<file path="src/rtl/swm_pkg.sv">
package swm_pkg;

  // Defaults for the top-level parameters.
  localparam int WindowMaxDef   = 64;
  localparam int SampleWidthDef = 32;

  // Width of the window_size register.
  localparam int CfgWidth = 7;

  // Control that the top level broadcasts to every cell of the chain.
  typedef struct packed {
    logic take;     // a word is accepted this cycle
    logic restart;  // the accepted word opens a new stream
    logic flush;    // window_size is written, so the window empties
  } swm_ctrl_t;

endpackage

</file>
<file path="src/rtl/swm_head.sv">
module swm_head
  import swm_pkg::*;
#(
  parameter int SAMPLE_WIDTH = SampleWidthDef
) (
  input  logic                           clk,
  input  logic                           rst,
  input  swm_ctrl_t                      ctrl,
  input  logic signed [SAMPLE_WIDTH-1:0] sample,
  output logic signed [SAMPLE_WIDTH-1:0] val,
  output logic                           vld,
  output logic signed [SAMPLE_WIDTH-1:0] val_next,
  output logic                           vld_next
);

  // The first cell holds the newest sample alone: valid after any word.
  always_comb begin
    val_next = val;
    vld_next = vld;
    if (ctrl.flush) begin
      vld_next = 1'b0;
    end else if (ctrl.take) begin
      vld_next = 1'b1;
      val_next = sample;
    end
  end

  always_ff @(posedge clk) begin
    val <= val_next;
  end

  always_ff @(posedge clk) begin
    if (rst) begin
      vld <= 1'b0;
    end else begin
      vld <= vld_next;
    end
  end

endmodule

</file>
<file path="config.mk">
export PLATFORM = sky130hd
export DESIGN_NAME = swm_head
export DESIGN_NICKNAME = d
export VERILOG_FILES = /design/src/rtl/swm_pkg.sv /design/src/rtl/swm_head.sv
export SDC_FILE = /design/constraint.sdc
export NUM_CORES = 1
export LEC_CHECK = 0
export BUFFER_PORTS_ARGS = -buffer_cell sky130_fd_sc_hd__buf_2
export CAP_MARGIN = 40
export CORE_ASPECT_RATIO = 0.6
export CORE_MARGIN = 10
export CORE_UTILIZATION = 40
export CTS_CLUSTER_SIZE = 24
export DETAILED_ROUTE_END_ITERATION = 12
export GPL_ROUTABILITY_DRIVEN = 0
export GPL_TIMING_DRIVEN = 0
export PLACE_DENSITY = 0.93
export SYNTH_ARGS = -nofsm -noshare
export SYNTH_HDL_FRONTEND = slang
export SYNTH_SLANG_ARGS = --single-unit
</file>
<file path="constraint.sdc">
create_clock -name clk -period 3.15 [get_ports clk]
set_clock_uncertainty 0.2 [all_clocks]
set_input_delay 0.63 -clock clk [delete_from_list [all_inputs] [get_ports clk]]
set_output_delay 0.63 -clock clk [all_outputs]
set_load 0.1 [all_outputs]
</file>
### Yosys cells after proc, flatten, opt, wreduce, memory -nomap -nowiden

Cells that the tools add are included.

* register bits after elaboration: 33
* latch bits: 0
* bits in writable memories: 0
* memory bits (read-only): 0
* input bits: 37
* output and inout bits: 66
* word-level logic and storage cells: 6
* memories: 0

* add/subtract/negate cells: 0
* multiply operators: 0
* divide/modulo/power cells: 0
* magnitude comparators: 0
* equal/unequal tests: 0
* shifts and indexed selects: 0
* muxes and demuxes: 4
* bitwise gates (word level): 0
* reduce and logical (&&, ||, !) cells: 0

Operator list (number)
* $mux W32: 2
* $mux W1: 2

### Longest topological paths before layout

Gate-level depths: netlist (run 1).

* depth in word-level cells: 2
* depth in mapped cells: 4
* gate-level depth less buffers: 2

### Worst setup path after synthesis (run 1)

OpenSTA, ideal clock, no wires.

* kind: register to output
* from: register vld
* to: output vld_next
* data arrival time: 2.335 ns
* data required time: 2.320 ns
* path slack: -0.015 ns
* cell stages (with the launch flop): 3
* buffers on the path: 0
* cell sequence: dfxtp_1 > nor2_1 > nor2_1

* word-level cells in the longest chain between the ends: 2

RTL lines
* from (decl): RTL line swm_head.sv:11 `output logic vld,`
* from (signal assigned): RTL line swm_head.sv:36 `vld <= vld_next;`
* $mux W1: RTL line swm_head.sv:22 `end else if (ctrl.take) begin`
* $mux W1: RTL line swm_head.sv:20 `if (ctrl.flush) begin`
* to (decl): RTL line swm_head.sv:13 `output logic vld_next`

Every way passes these cells.

### Final worst setup path (run 1)

* from: input ctrl[0] in the netlist's numbering
* to: output val_next[20]

* word-level cells in the longest chain between the ends: 1

RTL lines
* from (decl): RTL line swm_head.sv:8 `input swm_ctrl_t ctrl,`
* $mux W32: RTL line swm_head.sv:20
* to (decl): RTL line swm_head.sv:12 `output logic signed [SAMPLE_WIDTH-1:0] val_next,`

Every way passes these cells.

==> flow_metrics.tcl, run 1 <==
set metrics [dict create \
    clkTransAtPathRegs_ps 60 \
    vias_per_cell 4.31 \
    hpwlAfterDp_mm 3.14 \
    post-route-util_pct 65.2 \
    cts_max_level 2 \
    p_leak_nw 1.01 \
    swShare_pct 58.2 \
    critPathTopFamily "buffers and inverters" \
    critical_path_class "in2out" \
    grt_pass1_vias 1163 \
    crit_path_max_incr_delay_ps 310 \
    num-nets-final 218 \
    multi_input_area_um2 494 \
    cts_resized 0 \
    critPathSlowestCell "mux2_4" \
    rows 15 \
    grt_pass1_wl_mm 5.64 \
    final_cell_mix "buf_2, dfxtp_1, mux2_4, clkbuf_8, buf_12" \
    critical_path_arrival_ps 1840 \
    grt_usage_pct 12.1 \
    drt_first_pass_iters 2 \
    post_cts_buffers 0 \
    drtIter0Drc 17 \
    wire_per_inst_um 16.3 \
    drc_errors 0 \
    cp_common_cell "buf_2" \
    grt_max_degree 11 \
    end_kind "primary output" \
    num-fill-cells 245 \
    rsz0062_at_grt "no" \
    coreArea_um2 2890 \
    drive_above_1_share_pct 80.2 \
    boundaryPins 103 \
    grt_overflow 0 \
    place_ws_ps 475 \
    grt_use_met1_pct 11.6 \
    grt_use_met3_pct 5.52 \
    status "finished clean" \
    synth_area_per_cell_um2 16.8 \
    worstMarginPinSlew_ps 506 \
    cts_buffers 5 \
    yosysTopAreaCellShare_pct 54.0 \
    worstPathMaxFanout 10 \
    crit_path_start_kind "primary input" \
    cts_hold_buf 0 \
    finalSetupViolations 0 \
    synth_nets 110 \
    vias 965 \
    finalCritPeriodShare_pct 84.8 \
    fp.dieW_um 91.4 \
    cp_cell_sequence "buf_2, nor2b_1, buf_6, buf_12, mux2_4, buf_2" \
    period_minus_slack_ps 2670 \
    setup_slack_ps 478 \
    area_growth_pct 54.1 \
    register_area_um2 661 \
    dieArea_um2 5740 \
    powerDensity_nw_per_um2 1100 \
    top_usage_layer "met2" \
    antenna_cells 0 \
    routed_wl_mm 3.66 \
    synth_cell_types 8 \
    cts.path.max_buffers 2 \
    ys_ff_latch 33 \
    synthTopCellsByArea "dfxtp_1, mux2_4, buf_12" \
    ir_worst_vdd_mv 0.780 \
    synthesis.area_um2 1220 \
    clock_power_share_pct 16.3 \
    p_total_mw 2.08 \
    timing_max_transition_violations_final 0 \
    synthCells 73 \
    crit_buf_inv 4 \
    p_int_mw 0.870 \
    synth-seq-area-share_pct 54.0 \
    antenna_found_initial 0 \
    crit_required_ps 2320 \
    sequentialPowerShare_pct 24.8 \
    mostFrequentLayoutCell "buf_2" \
    cts_tree "built" \
    clock.fmax_mhz 374 \
    finalHoldViolCount 0 \
    io_buffers 101 \
    synth_area_leader_cell "dfxtp_1" \
    cts_root_buffer "clkbuf_8" \
    tns_ps 0 \
    clock_latency_ps 270 \
    use_met2_pct 22.1 \
    p_comb_share_pct 59.0 \
    initial_core_util_pct 42.3 \
    relSlewSlack_pct 66.5 \
    maxCapViolCount 0 \
    cts.sinks 33 \
    ant_nets 0 \
    synth_warnings 0 \
    min_path_type "reg2reg" \
    p_sw_mw 1.21 \
    dieHeight_um 62.8 \
]
## power groups by stage
| stage | logic (mW) | registers, mW | clock network [mW] |
|---|---|---|---|
| after floorplan | 0.611 | 0.985 | 0 |
| after global placement | 1.23 | 0.519 | 0 |
| after detailed placement | 1.23 | 0.522 | 0 |
| after CTS | 1.23 | 0.515 | 0.351 |
| after global routing | 1.25 | 0.524 | 0.367 |
| final | 1.23 | 0.515 | 0.339 |
## registers in the layout, summed over array words and instances (netlist names)
name / flops
vld: 1
val: 32
## kinds of logic (layout without fill, tap and decap cells)
| group | Yosys count | after routing | share of synthesized area, % |
|---|---|---|---|
| muxes | 32 | 32 | 38.7 |
| DFF | 33 | 33 | 54.0 |
| buffers and inverters | 4 | 113 | 5.83 |
| and+or+nand+nor | 4 | 4 | 1.53 |
## synth_stat cells
library cell	number
nor3_1	1
mux2_2	2
buf_12	3
dfxtp_1	33
nor2_1	2
mux2_4	30
nor2b_1	1
buf_6	1
## layout make-up
cell class | count | area share [%]
Clock inverter | 1 | 0.265
Buffer | 4 | 3.78
Clock buffer | 7 | 5.11
Tap cell | 42 | 2.79
Timing Repair Buffer | 101 | 26.8
Multi-Input combinational cell | 36 | 26.2
Sequential cell | 33 | 35.0
## routing by layer
layer / wire (µm) / vias to the layer above
met1: 1400 / 456
met2: 1990 / 39
met5: 0 / -
li1: - / 468
met4: 21 / 0
met3: 249 / 2
## final timing paths
| path | from | to | slack [ps] | cells after the start |
|---|---|---|---|---|
| min | val[8]$_DFF_P_ | val[8]$_DFF_P_ | 290 | 1 |
| max | ctrl[0] | val_next[20] | 480 | 6 |
| max reg2reg | val[20]$_DFF_P_ | val[20]$_DFF_P_ | 2240 | 1 |
| min reg2reg | val[8]$_DFF_P_ | val[8]$_DFF_P_ | 290 | 1 |
## metrics by stage
| stage | cell area (µm²) | hold WS, ps | instances |
|---|---|---|---|
| finish | 1890 | 289 | 224 |
| global route | 1890 | 309 | 224 |
| CTS | 1890 | 291 | 224 |
| detailed placement | 1780 | 274 | 216 |
| global placement | 1780 | 271 | 216 |
| floorplan | 1230 | 507 | 73 |
No activity file was read; power rests on OpenSTA's default activity.
==> inputs of run 2 (changes only) <==
--- a/config.mk
+++ b/config.mk
@@ -9,12 +9,12 @@
 export CAP_MARGIN = 40
 export CORE_ASPECT_RATIO = 0.6
 export CORE_MARGIN = 10
-export CORE_UTILIZATION = 40
+export CORE_UTILIZATION = 37
 export CTS_CLUSTER_SIZE = 24
 export DETAILED_ROUTE_END_ITERATION = 12
 export GPL_ROUTABILITY_DRIVEN = 0
 export GPL_TIMING_DRIVEN = 0
-export PLACE_DENSITY = 0.93
+export PLACE_DENSITY = 0.88
 export SYNTH_ARGS = -nofsm -noshare
 export SYNTH_HDL_FRONTEND = slang
 export SYNTH_SLANG_ARGS = --single-unit
==> constraint.sdc (replaced) <==
create_clock -name clk -period 2.7 [get_ports clk]
set_clock_uncertainty 0.2 [all_clocks]
set_input_delay 0.54 -clock clk [delete_from_list [all_inputs] [get_ports clk]]
set_output_delay 0.54 -clock clk [all_outputs]
set_load 0.1 [all_outputs]
==> run 2 against run 1 <==
  * Via count fell by 0.62%
  * Sequential power rose by 16%
  * Register-to-register slack worse by 440 ps
  * Largest power group unchanged
  * Non-clock buffer count stayed put
  * Utilization is 7.1 points lower
  * Wire length decreased by 8.9%
  * First-iteration DRC count is 29% lower
  * Final area shrank 0.60%
==> flow_metrics.tcl, run 2 (synthesis results as in run 1) <==
set metrics [dict create \
    timing.rr.end "val[6]$_DFF_P_" \
    worstMarginPinSlew_ps 502 \
    cts_tree "built" \
    reg2reg_depth 1 \
    finalSetupViolations 0 \
    clock_latency_ps 270 \
    hold_depth 2 \
    period_minus_slack_ps 2460 \
    critPathTopFamily "buffers and inverters" \
    boundaryPins 103 \
    tns_ps 0 \
    timing_max_transition_violations_final 0 \
    cts_max_level 2 \
    rows 16 \
    hpwlAfterDp_mm 2.80 \
    initial_core_util_pct 38.0 \
    maxCapViolCount 0 \
    crit_path_max_incr_delay_ps 310 \
    cts_hold_buf 0 \
    cts.sinks 33 \
    grt_pass1_wl_mm 4.86 \
    vias_per_cell 4.24 \
    ant_nets 0 \
    min_path_type "in2reg" \
    top_regs "val x32, vld x1" \
    critical_path_class "in2out" \
    status "finished clean" \
    wire_per_inst_um 14.7 \
    critical_path_arrival_ps 1720 \
    cts_resized 0 \
    grt_max_degree 11 \
    antenna_found_initial 0 \
    rrSetupSlack_ps 1800 \
    finalHoldViolCount 0 \
    rsz0062_at_grt "no" \
    hp-start "rst" \
    num-fill-cells 271 \
    crit_cells 6 \
    clock.fmax_mhz 407 \
    p_total_mw 2.38 \
    antenna_cells 0 \
    clkTransAtPathRegs_ps 60 \
    crit_path_start_kind "primary input" \
    grt_usage_pct 10.2 \
    io_buffers 101 \
    fp.dieW_um 94.2 \
    powerDensity_nw_per_um2 1270 \
    finalCritPeriodShare_pct 91.0 \
    crit_buf_inv 4 \
    routed_wl_mm 3.33 \
    top_register "val" \
    cp_cell_sequence "buf_2, nor2b_1, buf_6, buf_12, mux2_4, buf_2" \
    end_kind "primary output" \
    dieHeight_um 64.5 \
    ir_worst_vdd_mv 0.647 \
    cts_root_buffer "clkbuf_8" \
    largest_register_ffs 32 \
    grt_pass1_vias 1067 \
    drive_above_1_share_pct 79.6 \
    relSlewSlack_pct 66.7 \
    grt_overflow 0 \
    post_cts_buffers 0 \
    cp-startpoint "ctrl[0]" \
    critPathSlowestCell "mux2_4" \
    vias 959 \
    num-nets-final 218 \
    crit_required_ps 1960 \
    regToRegStartpoint "val[6]$_DFF_P_" \
    worstPathMaxFanout 10 \
    mostFrequentLayoutCell "buf_2" \
    drt_first_pass_iters 2 \
    cp_common_cell "buf_2" \
    drc_errors 0 \
    drtIter0Drc 12 \
    final_cell_mix "buf_2, dfxtp_1, mux2_4, clkbuf_8, buf_12" \
    post-route-util_pct 58.2 \
    coreArea_um2 3220 \
    area_growth_pct 53.2 \
    crit_end "val_next[6]" \
    dieArea_um2 6080 \
    cts_buffers 5 \
    p_leak_nw 0.996 \
    cts.path.max_buffers 2 \
]
-- run 2: changes by cell type in the layout (fill, tap and decap cells not counted) --
cell	delta
clkbuf_8	-1
clkbuf_1	+1
clkinv_2	-1
-- run 2: how the worst min path moves through the flow --
stage                       to  slack (ps)
2_1_floorplan   vld$_SDFF_PP0_         420
3_3_place_gp   val[12]$_DFF_P_         270
3_5_place_dp   val[23]$_DFF_P_         280
4_1_cts         vld$_SDFF_PP0_         210
5_1_grt         vld$_SDFF_PP0_         200
6_report        vld$_SDFF_PP0_         220
-- run 2: layer usage --
layer	vias to the layer above	global-route usage (%)	routed length [µm]
met5	-	0	0
li1	464	-	-
met3	7	9.54	695
met2	68	14.2	1350
met1	420	9.95	1230
met4	0	5.66	54
-- run 2: power by group --
group	internal (mW)	leakage, nW	switching [mW]
sequential	0.563	0.278	0.0348
combinational	0.221	0.674	1.20
clock	0.202	0.0443	0.156
-- run 2: cell type report --
class	count	area [µm²]	share of cell area [%]
Buffer	4	71.3	3.81
Clock buffer	7	86.3	4.61
Multi-Input combinational cell	36	494	26.4
Sequential cell	33	661	35.2
Tap cell	45	56.3	3.00
Timing Repair Buffer	101	505	27.0
-- run 2: per-stage QoR --
step | hold slack [ps] | area, µm² | std cells | worst slack (ps)
after CTS | 205 | 1870 | 226 | 232
final | 218 | 1870 | 226 | 244
after detailed placement | 276 | 1790 | 219 | 235
after floorplan | 417 | 1230 | 73 | 59.5
after global routing | 205 | 1870 | 226 | 145
after global placement | 272 | 1790 | 219 | 245
==> inputs of run 3 (changes only) <==
--- a/config.mk
+++ b/config.mk
@@ -15,6 +15,7 @@
 export GPL_ROUTABILITY_DRIVEN = 0
 export GPL_TIMING_DRIVEN = 0
 export PLACE_DENSITY = 0.88
+export RECOVER_POWER = 100
 export SYNTH_ARGS = -nofsm -noshare
 export SYNTH_HDL_FRONTEND = slang
 export SYNTH_SLANG_ARGS = --single-unit
==> run 3 against run 2 <==
  * Sequential cell count unchanged
  * Largest power group unchanged
  * Non-clock buffer count unchanged
  * Clock-buffer cell count unchanged
  * Worst setup slack got worse by 54 ps
  * Register-to-register slack got worse by 40 ps
  * Final cell count unchanged
  * Wire length decreased by 1.9%
==> flow_metrics.tcl, run 3 (synthesis results as in run 1) <==
set metrics [dict create \
    cts_tree "built" \
    largest_register_ffs 32 \
    clkTransAtPathRegs_ps 60 \
    dieHeight_um 64.5 \
    cts_resized 0 \
    stdcell_area_um2 1730 \
    final_cell_mix "buf_2, clkbuf_1, dfxtp_1, mux2_1, clkbuf_8" \
    vias_per_cell 4.27 \
    rows 16 \
    finalSetupViolations 0 \
    vias 965 \
    finalCritPeriodShare_pct 93.0 \
    antenna_cells 0 \
    grt_pass1_wl_mm 4.86 \
    crit_required_ps 1960 \
    cts_root_buffer "clkbuf_8" \
    grt_pass1_vias 1067 \
    top_regs "val x32, vld x1" \
    cts_buffers 5 \
    antenna_found_initial 0 \
    period_minus_slack_ps 2510 \
    instances_no_fill 226 \
    cts_max_level 2 \
    p_total_mw 2.30 \
    relSlewSlack_pct 19.8 \
    post_cts_buffers 0 \
    num-nets-final 218 \
    drt_first_pass_iters 3 \
    io_buffers 101 \
    hpwlAfterDp_mm 2.80 \
    coreArea_um2 3220 \
    clock.fmax_mhz 398 \
    drtIter0Drc 13 \
    maxCapViolCount 0 \
    timing_max_transition_violations_final 0 \
    critical_path_class "in2out" \
    grt_use_met1_pct 9.95 \
    cts_hold_buf 0 \
    cts.sinks 33 \
    worstMarginPinSlew_ps 1210 \
    dieArea_um2 6080 \
    ir_worst_vdd_mv 0.670 \
    powerDensity_nw_per_um2 1330 \
    end_kind "primary output" \
    drive_above_1_share_pct 45.3 \
    placed_area_um2 1790 \
    fp.dieW_um 94.2 \
    top_usage_layer "met2" \
    grt_overflow 0 \
    area_growth_pct 41.3 \
    p_leak_nw 0.804 \
    mostFrequentLayoutCell "buf_2" \
    use_met2_pct 14.2 \
    worstPathMaxFanout 10 \
    clock_latency_ps 270 \
    initial_core_util_pct 38.0 \
    tns_ps 0 \
    top_register "val" \
    drc_errors 0 \
    dp.cells 219 \
    finalHoldViolCount 0 \
    status "finished clean" \
    grt_use_met3_pct 9.54 \
    boundaryPins 103 \
    critical_path_arrival_ps 1770 \
    cts.path.max_buffers 2 \
    ant_nets 0 \
    rsz0062_at_grt "no" \
    crit_path_start_kind "primary input" \
    min_path_type "in2reg" \
    grt_usage_pct 10.2 \
    grt_max_degree 11 \
    routed_wl_mm 3.27 \
    wire_per_inst_um 14.5 \
]
[run 3: stage by stage]
step | util (%) | setup slack (ps) | hold WS [ps]
final | 53.6 | 190 | 218
after global routing | 53.6 | 79.4 | 205
after CTS | 58.2 | 232 | 205
after detailed placement | 55.5 | 235 | 276
after global placement | 55.5 | 245 | 272
after floorplan | - | 59.5 | 417
[run 3: worst paths after layout]
check / cells past startpoint / endpoint / startpoint / slack [ps]
max reg2reg: 1 / val[6]$_DFF_P_ / val[6]$_DFF_P_ / 1760
min reg2reg: 1 / val[13]$_DFF_P_ / val[13]$_DFF_P_ / 280
max: 6 / val_next[0] / ctrl[0] / 190
min: 2 / vld$_SDFF_PP0_ / rst / 220
[run 3: layout make-up]
cell class	count	area, µm²
Buffer	4	71.3
Multi-Input combinational cell	36	393
Sequential cell	33	661
Fill cell	331	1490
Timing Repair Buffer	101	462
Tap cell	45	56.3
Clock buffer	7	86.3
[run 3: per-layer routing]
| layer | vias to the layer above | part of all wire, % |
|---|---|---|
| met5 | - | 0 |
| met4 | 0 | 1.7 |
| li1 | 466 | - |
| met3 | 7 | 21 |
| met2 | 68 | 41 |
| met1 | 424 | 36 |
[run 3: critical path, stage by stage]
cell	delay [ps]
clkbuf_1	110
nor2b_1	150
buf_6	160
buf_12	140
mux2_4	300
clkbuf_2	370
[run 3: power breakdown]
group	internal (mW)	total [mW]	leakage, nW	switching, mW
logic	0.151	1.35	0.481	1.20
registers	0.563	0.596	0.278	0.0331
clock network	0.202	0.357	0.0443	0.155
total	0.916	2.30	0.804	1.39
